`src/sv/rmtp_pkg.sv`:
```
// Package for the momentum rotation block: CORDIC arctangent table, widths
// and the struct that travels down the cell chain. No dependencies.
package rmtp_pkg;

  localparam int CoefBits   = 30;
  localparam int AtanCount  = 24;
  localparam int PhaseW     = 34;   // CORDIC working width
  localparam int CompW      = 32;
  localparam int CoefW      = 32;   // clamped coefficients, range +-2^30
  localparam int ProdW      = 64;

  localparam logic signed [PhaseW-1:0] CordicGain = 34'sh026DD3B6A;

  function automatic logic signed [PhaseW-1:0] atan_phase(input logic [4:0] idx);
    logic signed [PhaseW-1:0] v;
    v = '0;
    case (idx)
      5'd0:  v = 34'sh020000000;
      5'd1:  v = 34'sh012E4051E;
      5'd2:  v = 34'sh009FB385B;
      5'd3:  v = 34'sh0051111D4;
      5'd4:  v = 34'sh0028B0D43;
      5'd5:  v = 34'sh00145D7E1;
      5'd6:  v = 34'sh000A2F61E;
      5'd7:  v = 34'sh000517C55;
      5'd8:  v = 34'sh00028BE53;
      5'd9:  v = 34'sh000145F2F;
      5'd10: v = 34'sh0000A2F98;
      5'd11: v = 34'sh0000517CC;
      5'd12: v = 34'sh000028BE6;
      5'd13: v = 34'sh0000145F3;
      5'd14: v = 34'sh00000A2FA;
      5'd15: v = 34'sh00000517D;
      5'd16: v = 34'sh0000028BE;
      5'd17: v = 34'sh00000145F;
      5'd18: v = 34'sh000000A30;
      5'd19: v = 34'sh000000518;
      5'd20: v = 34'sh00000028C;
      5'd21: v = 34'sh000000146;
      5'd22: v = 34'sh0000000A3;
      5'd23: v = 34'sh000000051;
      default: v = '0;
    endcase
    return v;
  endfunction

  // One rotator's working state for one angle.
  typedef struct packed {
    logic signed [PhaseW-1:0] x;
    logic signed [PhaseW-1:0] y;
    logic signed [PhaseW-1:0] z;
    logic [1:0]               quad;
  } rot_t;

  // What one cell hands to the next: both rotators plus the vector.
  typedef struct packed {
    logic                    vld;
    rot_t                    th;
    rot_t                    ph;
    logic signed [CompW-1:0] px;
    logic signed [CompW-1:0] py;
    logic signed [CompW-1:0] pz;
  } cell_t;

endpackage

```
`src/sv/rmtp_cell.sv`:
```
// One CORDIC micro-rotation cell for both angles; hands its state on each cycle
// in which en is high. Depends on rmtp_pkg.
module rmtp_cell #(
  parameter int STEP = 0
) (
  input  logic           clk,
  input  logic           rst_n,
  input  logic           en,
  input  rmtp_pkg::cell_t d_in,
  output rmtp_pkg::cell_t d_out
);

  rmtp_pkg::cell_t cell_r, cell_nxt;

  function automatic rmtp_pkg::rot_t micro(input rmtp_pkg::rot_t a);
    rmtp_pkg::rot_t o;
    logic signed [rmtp_pkg::PhaseW-1:0] at;
    at = rmtp_pkg::atan_phase(5'(STEP));
    o = a;
    if (!a.z[rmtp_pkg::PhaseW-1]) begin
      o.x = a.x - (a.y >>> STEP);
      o.y = a.y + (a.x >>> STEP);
      o.z = a.z - at;
    end else begin
      o.x = a.x + (a.y >>> STEP);
      o.y = a.y - (a.x >>> STEP);
      o.z = a.z + at;
    end
    return o;
  endfunction

  always_comb begin
    cell_nxt    = d_in;
    cell_nxt.th = micro(d_in.th);
    cell_nxt.ph = micro(d_in.ph);
  end

  always_ff @(posedge clk) begin
    if (!rst_n) begin
      cell_r.vld <= 1'b0;
    end else if (en) begin
      cell_r.vld <= cell_nxt.vld;
    end
    if (en) begin
      cell_r.th <= cell_nxt.th;
      cell_r.ph <= cell_nxt.ph;
      cell_r.px <= cell_nxt.px;
      cell_r.py <= cell_nxt.py;
      cell_r.pz <= cell_nxt.pz;
    end
  end

  assign d_out = cell_r;

endmodule

```
`config.mk`:
```
export PLATFORM = sky130hd
export DESIGN_NAME = rmtp_cell
export DESIGN_NICKNAME = d
export VERILOG_FILES = /design/src/sv/rmtp_pkg.sv /design/src/sv/rmtp_cell.sv
export SDC_FILE = /design/constraint.sdc
export NUM_CORES = 1
export LEC_CHECK = 0
export BUFFER_PORTS_ARGS = -buffer_cell sky130_fd_sc_hd__clkbuf_2
export CAP_MARGIN = 20
export CORE_AREA = 5 5 235 237
export CTS_CLUSTER_DIAMETER = 100
export DETAILED_ROUTE_END_ITERATION = 8
export DIE_AREA = 0 0 240 242
export PLACE_DENSITY = 0.66
export SLEW_MARGIN = 20
export SYNTH_ARGS = -nofsm -noshare
export SYNTH_HDL_FRONTEND = slang
export SYNTH_SLANG_ARGS = --single-unit
```
`constraint.sdc`:
```
create_clock -name clk -period 3.5 [get_ports clk]
set_input_delay 0.7 -clock clk [delete_from_list [all_inputs] [get_ports clk]]
set_output_delay 0.7 -clock clk [all_outputs]
set_load 0.01 [all_outputs]
```
### Word level (Yosys, flattened, before mapping)

Cells that the tools add are included.

* word-level logic and storage cells: 24
* bits of input ports: 308
* bits in registers: 305
* output and inout bits: 305

* $add $sub $neg: 10
* multiplexer cells: 2

Operators by type and width (count)
* $mux 102: 2
* $sub 34x34->34: 4
* $add 34x31->34 const B: 2
* $add 34x34->34: 2
* $sub 34x31->34 const B: 2

### Logic depth before layout (Yosys ltp)

* word-level depth: 2
* depth in mapped cells: 12
* depth with buffers taken out: 12

### Least setup slack after synthesis

OpenSTA, ideal clock, no wires.

* path type: input -> register
* from: input port d_in[132] in the netlist's numbering
* to: register cell_r (netlist bit d_out[158]), data pin
* path slack: 176 ps
* data arrival time: 3057 ps
* stages: 11
* required time: 3233 ps
* setup time: 267 ps
* buffers on the path: 0
* cell sequence: ha_1 fa_1 nor2b_1 o211ai_2 a21oi_1 a21oi_4 o41ai_2 and4_1 or4_4 a21o_1 xnor2_1

RTL lines
* from (decl): line rmtp_cell.sv:9 `input rmtp_pkg::cell_t d_in,`
* to (decl): line rmtp_cell.sv:13 `rmtp_pkg::cell_t cell_r, cell_nxt;`

==> results <==
- The cell type of the slowest stage on the worst timing path is sky130_fd_sc_hd__a2111oi_0.
- The multiplexer share of the synthesized area is 0.956%.
- The cell that appears most often on the critical path is sky130_fd_sc_hd__buf_4.
- The top cell type by area accounts for 43.3% of the synthesized area.
- The post-synthesis sequential area ratio is 43.4%.
- The wire-length estimate of the detail-placed layout is 70400 um.
- Headroom to the max-slew limit came out at 51.1%.
- The maximum cell stage delay along the critical path is 0.45 ns.
- Entering global routing, the biggest net connects 94 pins.
- The number of clock buffers added by TritonCTS is 38.
- The count of final max-slew check failures is 0.
- Of the total power, the clock network draws 31.3%.
- The number of antenna violations at the first check in global routing is 18.
- The number of rows in the core area is 85.
- From left edge to right edge, the die measures 240 um.
- In the finished design, the share of the clock period the worst path needs comes to 95.4%.
- The final count of hold timing violations is 0.
- Once the floorplan was initialized, standard cells occupied 39.5% of the core.
- In the routed layout, each cell is associated on average with a via count of 5.47.
- The maximum VDD drop is 0.366 mV.
- The DRC marker count from the first detailed-route iteration is 1917.
- After clock tree synthesis, the flow added hold-fix buffers numbering 0.
- The number of distinct library cells after synthesis is 78.
- Of the cells placed in the final design, the portion with a size suffix greater than 1 is 33.1%.
- The clock drives 303 sinks.
- The gate count after technology mapping is 2156.
- The average footprint of a synthesized cell is 9.72 um2.
- The top cell type by total area after synthesis is sky130_fd_sc_hd__edfxtp_1.
- The final standard cell utilization of the core is 53.1%.
- Setup repair after global routing left no endpoint under its margin.
- The via count of the first global-routing pass is 20500.
- The area of the die is 0.0581 mm2.
- The via count is 20600.
- The synthesized flop and latch total is 303.
- The post-synthesis simple-gate area fraction is 11.4%.
- Across the run, the number of max-cap violations was 0.
- In this run the remaining antenna-violating nets after routing total 0.
- Of all nets on the critical path, the largest fanout is 4.
- The signal on the critical path passes through clkbuf_2 -> buf_4 -> ha_1 -> fa_1 -> nor2b_1 -> o211ai_1 -> a32oi_1 -> buf_4 -> a21oi_2 -> a21oi_2 -> a2111oi_0 -> buf_4 -> nor3_1 -> a21oi_1 -> xnor2_1.
- The combinational share of power is 30.7%.
- The number of nets in the synthesized netlist is 2676.
- The sort of element at the end of the critical path is a flip-flop.
- Dividing the detail-routed wire length by the instance count gives 22.7 um.
- Data on the critical path is required at its endpoint by 3.81 ns.
- Cell internal power was estimated by the tool at 8.35 mW.
- The growth of design area from synthesis to finish is 34.4%.
- Clock tree synthesis selected as its root buffer the cell sky130_fd_sc_hd__clkbuf_16.
- The first detailed-routing pass ran for 6 iterations.
- The clock slew at the register clock pins of the worst setup and hold paths is 0.06 ns.
- The type of the setup path with the least slack is in2reg.
- The post-synthesis adder-cell area fraction is 12.9%.
- In this run the number of H-tree levels came out at 2.
- Clock latency on the worst-skew pair, taken at its later pin, is 0.57 ns.
- TritonCTS built the clock tree.
- The floorplan step defined a core boundary enclosing 0.0531 mm2.
- The number of buffer cells added on primary ports is 612.
- The class of the tightest hold or removal check is in2reg.
- The complex-gate fraction of the synthesized area is 20.1%.
- Of the total synthesized cell area, the portion taken by XOR and XNOR cells is 5.48%.
- The clock passes through at most 3 buffers.
- The number of setup buffers added after CTS is 0.
- STA classifies the critical path startpoint as a primary input.
- The post-layout net count is 3547.
- The flow ran to the end, and the final reports show no timing, DRC or antenna violations.
- The first global-routing pass estimated 126000 um of wire.
- In this run switching power makes up 33.1% of total power.
- The transition at the pin with the smallest max-transition slack is 0.727 ns.
- On the final layout, the worst clock skew is 0 ns.
- After synthesis, the largest family of logic cells by area is compound AO/OA/AOI/OAI gates.
- The prevailing post-synth register cell is sky130_fd_sc_hd__edfxtp_1.
- Global routing used 27.9% of the available tracks.
- The number of synthesized flops with an enable pin is 302.
- The post-cts repair resize count is 0.
- The commonest cells after synthesis are sky130_fd_sc_hd__edfxtp_1, sky130_fd_sc_hd__a21oi_1, sky130_fd_sc_hd__inv_1.
- For this run, design rule violations remaining after detail routing come to 0.
- The total of warnings raised by yosys is 0.
- The count of endpoints failing setup in the final report is 0.
- After global routing the overflow that remains totals 0.
- Timing analysis after detailed placement gives a worst setup slack of -0.363 ns.
- In the post-route analysis, the smallest setup slack over all paths is 0.160 ns.
- The number of buffers and inverters on the critical path is 4.
- The total I/O pin count is 613.
- The routability congestion estimate from global placement is 1.01.
- The power after layout is 12.5 mW.
- The category of cells accounting for the largest share of critical-path delay is compound AO/OA/AOI/OAI gates.
- Timing would allow up to 299 MHz.
- The number of flip-flops under the largest register name is 303.
- The netlist area before placement is 0.0209 mm2.
- The final period demand of the worst path is 3.34 ns.
- For this block, the routed nets add up to 85500 um of wire.
- The static leakage is 13.0 nW.
- From bottom edge to top edge, the die measures 242 um.
- The share of synthesized flip-flops with an asynchronous set or reset is 0%.
- The critical path arrival is 3.65 ns.
- In the post-synthesis netlist, the biggest area contributors are sky130_fd_sc_hd__edfxtp_1, sky130_fd_sc_hd__ha_1, sky130_fd_sc_hd__a21oi_1.
- Per report_power, the sequential group accounts for 37.9% of the total.
- Dividing total power by cell area gives a power density of 443 mW/mm2.
- Among all cell types in the netlist, the one instantiated most often is sky130_fd_sc_hd__edfxtp_1.
- The analysis attributes to net switching a power of 4.13 mW.
- The layout has 4922 filler cells.
-- logic make-up after synthesis --
logic type	Yosys count
DFF	303
adders and majority gates	212
and+or+nand+nor	501
buffers and inverters	308
muxes	20
AOI/OAI and AO/OA	681
xor gates and xnor gates	131
-- cell type report --
type,count,area [um2],area share [%]
tap,696,871,3.09
inverter,217,815,2.89
clock buffer,46,981,3.48
timing repair buffer,922,5450,19.4
clock inverter,23,258,0.915
antenna,8,20.0,0.0711
multi-input combinational,1545,10700,37.9
sequential,303,9090,32.3
-- metrics by stage --
step | instances | hold WS [ns] | area (um2) | TNS [ns]
after floorplan | 2156 | 0.538 | 20900 | 0
after global placement | 3683 | 0.507 | 26900 | -3.12
final | 3760 | 0.294 | 28200 | 0
after CTS | 3752 | 0.262 | 28100 | 0
after detailed placement | 3683 | 0.540 | 26900 | -5.40
after global routing | 3754 | 0.263 | 28100 | 0
-- worst reg2reg max path, delay by kind of cell, from the launching register on --
kind | cells | cell delay (ns)
DFF | 1 | 0.35
muxes | 1 | 0.07
and+or+nand+nor | 1 | 0.14
-- placed cells by master (no fill, tap or decap), types with 25 or more instances in the layout --
| cell | instances |
|---|---|
| sky130_fd_sc_hd__clkbuf_16 | 38 |
| sky130_fd_sc_hd__nand2b_1 | 25 |
| sky130_fd_sc_hd__a21oi_1 | 254 |
| sky130_fd_sc_hd__a21o_1 | 42 |
| sky130_fd_sc_hd__inv_1 | 209 |
| sky130_fd_sc_hd__nand4_1 | 26 |
| sky130_fd_sc_hd__o211ai_1 | 26 |
| sky130_fd_sc_hd__nand3_1 | 31 |
| sky130_fd_sc_hd__o21bai_1 | 41 |
| sky130_fd_sc_hd__xnor2_1 | 112 |
| sky130_fd_sc_hd__nand2_1 | 104 |
| sky130_fd_sc_hd__nor2b_1 | 25 |
| sky130_fd_sc_hd__edfxtp_1 | 302 |
| sky130_fd_sc_hd__clkbuf_2 | 610 |
| sky130_fd_sc_hd__o21ai_0 | 145 |
| sky130_fd_sc_hd__nor2_1 | 168 |
| sky130_fd_sc_hd__a31oi_1 | 28 |
| sky130_fd_sc_hd__nor3_1 | 46 |
| sky130_fd_sc_hd__buf_4 | 306 |
| sky130_fd_sc_hd__ha_1 | 204 |
-- layer usage --
layer / share of wire, % / global-route usage [%] / wire length, um / vias to the layer above
li1: - / - / - / 9550
met1: 41 / 35.8 / 34700 / 9911
met2: 47 / 47.2 / 40600 / 954
met3: 9.0 / 6.81 / 7680 / 144
met4: 2.9 / 7.48 / 2490 / 12
met5: 0.095 / 0 / 81 / -
-- final timing paths --
| path | slack [ns] | startpoint | end | cells past startpoint |
|---|---|---|---|---|
| setup reg to reg | 2.88 | d_out[304]$_SDFFE_PN0P_ | d_out[304]$_SDFFE_PN0P_ | 2 |
| hold / removal | 0.29 | d_in[222] | d_out[222]$_DFFE_PP_ | 1 |
| hold reg to reg | 0.56 | d_out[304]$_SDFFE_PN0P_ | d_out[304]$_SDFFE_PN0P_ | 2 |
| setup / recovery | 0.16 | d_in[236] | d_out[296]$_DFFE_PP_ | 15 |
-- power groups by stage --
stage / logic [mW] / registers [mW] / clock network (mW)
finish: 3.83 / 4.73 / 3.91
global route: 4.12 / 4.77 / 4.17
CTS: 3.81 / 4.74 / 4.01
detailed placement: 3.78 / 4.80 / 0
global placement: 3.76 / 4.80 / 0
floorplan: 1.67 / 4.99 / 0
(Power assumes the default switching activity.)
